File: config.mk
export PLATFORM = sky130hd
export DESIGN_NAME = bpc_div
export DESIGN_NICKNAME = d
export VERILOG_FILES = /design/src/design/bpc_div.sv
export SDC_FILE = /design/constraint.sdc
export NUM_CORES = 2
export LEC_CHECK = 0
export ABC_CLOCK_PERIOD_IN_PS = 4500
export BUFFER_PORTS_ARGS = -buffer_cell sky130_fd_sc_hd__buf_2
export CAP_MARGIN = 30
export CORE_UTILIZATION = 60
export CTS_CLUSTER_SIZE = 12
export DETAILED_ROUTE_END_ITERATION = 6
export PLACE_DENSITY_LB_ADDON = 0.1
export SLEW_MARGIN = 20
export SYNTH_ARGS = -nofsm -noshare
export SYNTH_HDL_FRONTEND = slang
export SYNTH_MEMORY_MAX_BITS = 65536
export SYNTH_SLANG_ARGS = --single-unit
export TNS_END_PERCENT = 1
File: constraint.sdc
create_clock -name clk -period 4.5 [get_ports clk]
set_input_delay 0.9 -clock clk [delete_from_list [all_inputs] [get_ports clk]]
set_output_delay 0.9 -clock clk [all_outputs]
set_load 0.005 [all_outputs]
File: src/design/bpc_div.sv
module bpc_div #(
    parameter int W  = 32,
    parameter int SW = 1
) (
    input  logic          clk,
    input  logic          rst_n,
    input  logic          en,
    input  logic          in_vld,
    input  logic [W-1:0]  num,
    input  logic [W-1:0]  den,
    input  logic [SW-1:0] side_in,
    output logic          out_vld,
    output logic [W-1:0]  quo,
    output logic [SW-1:0] side_out
);

    // One quotient bit per stage, restoring, unsigned
    logic [W-1:0]  rem_reg  [W];
    logic [W-1:0]  num_reg  [W];
    logic [W-1:0]  den_reg  [W];
    logic [W-1:0]  quo_reg  [W];
    logic [SW-1:0] side_reg [W];
    logic          vld_reg  [W];

    for (genvar i = 0; i < W; i++) begin : g_stage
        logic [W-1:0]  prev_rem;
        logic [W-1:0]  prev_num;
        logic [W-1:0]  prev_den;
        logic [W-1:0]  prev_quo;
        logic [SW-1:0] prev_side;
        logic          prev_vld;
        logic [W:0]    trial;
        logic [W:0]    diff;
        logic          ge;
        logic [W-1:0]  rem_next;

        if (i == 0) begin : g_first
            assign prev_rem  = '0;
            assign prev_num  = num;
            assign prev_den  = den;
            assign prev_quo  = '0;
            assign prev_side = side_in;
            assign prev_vld  = in_vld;
        end
        else begin : g_rest
            assign prev_rem  = rem_reg[i-1];
            assign prev_num  = num_reg[i-1];
            assign prev_den  = den_reg[i-1];
            assign prev_quo  = quo_reg[i-1];
            assign prev_side = side_reg[i-1];
            assign prev_vld  = vld_reg[i-1];
        end

        always_comb
        begin
            trial    = {prev_rem, prev_num[W-1]};
            diff     = trial - {1'b0, prev_den};
            ge       = (trial >= {1'b0, prev_den});
            rem_next = ge ? diff[W-1:0] : trial[W-1:0];
        end

        always_ff @(posedge clk or negedge rst_n)
        begin
            if (!rst_n)
            begin
                vld_reg[i] <= 1'b0;
            end
            else if (en)
            begin
                vld_reg[i] <= prev_vld;
            end
        end

        always_ff @(posedge clk)
        begin
            if (en)
            begin
                rem_reg[i]  <= rem_next;
                num_reg[i]  <= {prev_num[W-2:0], 1'b0};
                den_reg[i]  <= prev_den;
                quo_reg[i]  <= {prev_quo[W-2:0], ge};
                side_reg[i] <= prev_side;
            end
        end
    end

    assign out_vld  = vld_reg[W-1];
    assign quo      = quo_reg[W-1];
    assign side_out = side_reg[W-1];

endmodule

After elaboration in Yosys (flattened, before gate mapping)
Memory sizes are Yosys's and may differ from the RTL's. Cells that the tools add are included.

Register bits: 32. Bits in writable memories: 4096. Input port bits: 69. Output and inout bits: 34. Word-level logic and storage cells: 135. Memories kept: 5.

Memories: den_reg (depth 32, bits a word 32, read ports 31, clocked after Yosys merged registers in 0, wr ports 32, line 20) `logic [W-1:0] den_reg [W];`; quo_reg (depth 32, bits a word 32, read ports 32, clocked after Yosys merged registers in 0, wr ports 32, line 21) `logic [W-1:0] quo_reg [W];`; rem_reg (depth 32, bits a word 32, read ports 31, clocked after Yosys merged registers in 0, wr ports 32, line 18) `logic [W-1:0] rem_reg [W];`; num_reg (depth 32, bits a word 31, read ports 31, clocked after Yosys merged registers in 0, wr ports 32, line 19) `logic [W-1:0] num_reg [W];`; side_reg (depth 32, bits a word 1, read ports 32, clocked after Yosys merged registers in 0, wr ports 32, line 22) `logic [SW-1:0] side_reg [W];`.

Add/subtract/negate cells: 32. $lt $le $gt $ge: 32. Muxes and demuxes: 34.

Operators with widths (number): 32-bit two-way mux (32); 33-bit by 32-bit greater-or-equal comparator with 1-bit output (31); 32-bit subtractor (31); 1-bit by 32-bit greater-or-equal comparator with 1-bit output (1); 1-bit by 32-bit subtractor with 32-bit output (1); 1-bit two-way mux (2).

Longest topological paths before layout
An unclocked memory read counts as a cell.

Depth in word-level cells: 3. Mapped depth: 15. Depth with buffers taken out: 13.

Worst setup path after synthesis
OpenSTA, ideal clock, no wires.

Path type: register to register. Start point: memory rem_reg[14][13] (netlist: rem_reg[7][13]). End point: memory rem_reg[15][3] (netlist: rem_reg[7][35]), data pin. Setup time: 260 ps. Arrival time: 3087 ps. Required time: 4240 ps. Slack: 1153 ps. Cell stages (with the launch flop): 13. Buffers on the path: 2. Clock period less this slack: 3347 ps. Cell sequence: edfxtp_1 -> ha_1 -> clkbuf_1 -> a21oi_1 -> o21ai_0 -> or3_1 -> o311ai_1 -> nand4_1 -> a31oi_1 -> o211ai_1 -> a211oi_2 -> buf_2 -> mux2_2.

RTL lines (line): start: declaration (18).

==> summary.txt <==
Outcome
  – Status: finished, violations left
  – Failing checks: DRC

Finish
  – Share of cells above drive strength 1: 10.1%
  – Fin cells: 16,600
  – Nets: 14,100
  – Area growth, synth to finish: 9.94%
  – Fin util: 66.3%
  – Fin area: 172,000 µm²

Synth
  – Synthesized area: 157,000 µm²
  – Post-synthesis register bit count: 3,072
  – Warnings from Yosys: 0
  – Most used DFF post-synth: edfxtp_1
  – Synth Net Count: 13,800
  – Mean Syn Cell Area: 12.3 µm²
  – Synth async-reset ratio: 1.04%
  – Distinct cells, synth: 97
  – Syn Inst Count: 12,700
  – Sequential-to-total area share from yosys stat: 58.8%
  – Post-synth EDFFs: 3,040

Critical path
  – Arrival time worst endpoint: 4.94 ns
  – Crit. End Element: register
  – Sequence of cells on the critical path: inv_1 -> ha_1 -> o21a_1 -> o31a_1 -> o221a_2 -> o31ai_1 -> or4_1 -> a211oi_1 -> o21ai_1 -> inv_2 -> buf_12 -> nor2_1 -> a21oi_1
  – Critical Path Fanout Max: 47
  – Worst EP required: 5.15 ns
  – Crit path largest cell delay: 0.60 ns
  – Startpoint Class: register
  – Worst path slowest cell: or4_1
  – Setup CP Type: reg2reg

Power and ir drop
  – Combinational Power Share: 43.4%
  – Leak: 68.7 nW
  – Clock Power Share: 20.5%
  – Sw Pwr: 46.3 mW
  – Internal power: 79.9 mW
  – Switching Share: 36.7%
  – Sequential power share: 36.2%
  – Total power: 126 mW
  – VDD IR max: 0.579 mV
  – Cell Pwr Density: 733 nW/µm²

Drt
  – Vias per cell: 6.01
  – Drt first pass iters: 7
  – Wire per inst: 21.8 µm
  – DR DRC count: 34
  – Via count: 99,800
  – WL final: 363,000 µm
  – Routed Antenna Nets: 0
  – Iter 0 DRT Violations: 8,336

Timing
  – Hold Fails Final Rpt: 0
  – Hold slack final: 0.148 ns
  – Total Neg Setup Slack: 0 ns
  – Worst setup margin: 0.205 ns
  – Worst rel slew slack: 34.4%
  – Pins over their slew limit: 0
  – Final Cycle Share: 95.4%
  – Final min period: 4.29 ns
  – Fmax: 233 MHz
  – RSZ-0062 raised after global routing: no
  – Worst-margin pin slew: 0.984 ns
  – Final setup vio count: 0
  – Setup Skew: 0.0510 ns

Placement
  – Placed insts: 16,100
  – Pre-CTS setup slack: 0.346 ns
  – Post-DP Area: 162,000 µm²
  – GP Congestion: 0.965
  – Count of buffers from port buffering: 102
  – Dpl hpwl: 267,000 µm

Floorplanning
  – Initial Util: 60.3%
  – Die ar.: 263,000 µm²
  – Rows: 187
  – DIE HEIGHT: 513 µm
  – Die W: 513 µm
  – CORE AREA: 260,000 µm²
  – Io pins: 103

Clocking
  – Clk sinks: 3,072
  – Clk_lat worst skew: 0.93 ns
  – Root Driver: clkbuf_16
  – Htree depth: 5
  – CTS Buf Count: 329
  – TritonCTS clock tree: built
  – Clk buf depth: 4
  – Clock-pin slew on the worst setup and hold paths: 0.06 ns

Global routing
  – Vias in the first global route: 97,800
  – GRT overflow: 0
  – Global-route wire length before repair: 558,000 µm
  – Largest net degree at the start of global routing: 162
  – Total GRT Usage: 27.1%
  – Initial antenna violation count: 4

Run
  – Max_cap viols: 0

Min path
  – Min-Delay Path Class: in2reg
==> critical path, delay by kind of cell (launching register included) <==
kind / cells / cell delay, ns
buffers and inverters: 3 / 0.45
adders and majority gates: 1 / 0.45
DFF: 1 / 0.48
AOI/OAI and AO/OA: 7 / 1.92
and+or+nand+nor: 2 / 0.67
==> what timing repair did <==
item | CTS | global route
setup buffers | 0 | 0
hold endpoints to repair | 6 | 0
hold buffers | 1 | 0
resized for setup | 0 | 1
setup endpoints to repair | 0 | 1
==> final cells by class <==
type	count	area, µm²
sequential	3072	92100
fill	19000	87400
multi-input combinational	8123	59000
clock buffer	415	8680
inverter	1214	4560
tap	3402	4260
timing repair buffer	242	2180
clock inverter	140	1490
antenna	4	10.0
==> power by group through the flow <==
stage | registers, mW | clock network (mW) | logic [mW]
final | 45.7 | 25.8 | 54.7
after global routing | 46.2 | 27.4 | 60.1
after CTS | 45.8 | 26.5 | 54.1
after detailed placement | 46.2 | 0 | 53.7
after global placement | 46.2 | 0 | 52.4
after floorplan | 43.4 | 0 | 41.3
==> cell usage after synthesis, types with 70 or more instances <==
master,n,area share (%)
nor2_1,711,1.7
xor2_1,312,1.7
clkbuf_1,208,0.50
buf_2,70,0.22
xnor2_1,504,2.8
nand2b_1,125,0.50
nor3_1,136,0.43
a21oi_1,1068,3.4
nand4_1,167,0.67
and3_1,89,0.36
ha_1,994,7.9
a31oi_1,102,0.41
a21o_1,475,2.3
mux2_2,548,3.9
nand2_1,691,1.7
a211oi_1,85,0.41
inv_1,1213,2.9
o21a_1,141,0.68
o21bai_1,105,0.50
edfxtp_1,3040,58
nor2b_1,149,0.59
o21ai_0,642,2.1
nand3_1,205,0.65
==> path summary, 6_finish.rpt <==
path	slack, ns	from	cells after the start	to
setup / recovery	0.21	den_reg[0][162]	13	rem_reg[3][9]
hold / removal	0.15	num[20]	1	num_reg[0][20]
max in group asynchronous	3.48	rst_n	2	g_stage[23].prev_vld
hold reg to reg	0.39	quo_reg[1][1]	0	quo_reg[2][2]
setup reg to reg	0.21	den_reg[0][162]	13	rem_reg[3][9]
min in group asynchronous	0.55	rst_n	2	g_stage[1].prev_vld
==> cell families (layout without fill, tap and decap cells) <==
group	count (synthesis)	in the layout	synth area share, %
other	0	4	0
buffers and inverters	1512	2011	3.70
AO/OA/AOI/OAI	3140	3140	12.6
AND/OR/NAND/NOR	2544	2544	7.78
adder cells (fa/ha/maj)	1024	1024	8.32
flip-flops	3072	3072	58.8
XOR/XNOR	816	816	4.56
multiplexers	599	599	4.27
==> cells in the final DEF, fill, tap and decap left out, drive strengths merged, types with 141 or more instances in the layout <==
cell    count
a21o      475
o21ai     659
clkbuf    416
nand2     691
nor2      711
xor2      312
mux2      552
nand3     205
nand4     167
buf       240
edfxtp   3040
xnor2     504
inv      1227
o21a      141
a21oi    1068
nor2b     150
ha        994
==> routing by layer <==
layer,vias up,part of all wire [%],track usage [%]
li1,47600,-,-
met1,48600,42,35.1
met2,2875,50,46.9
met3,748,4.8,2.95
met4,2,3.8,10.4
met5,-,0.0039,0
Power figures use the tool's default switching activity.
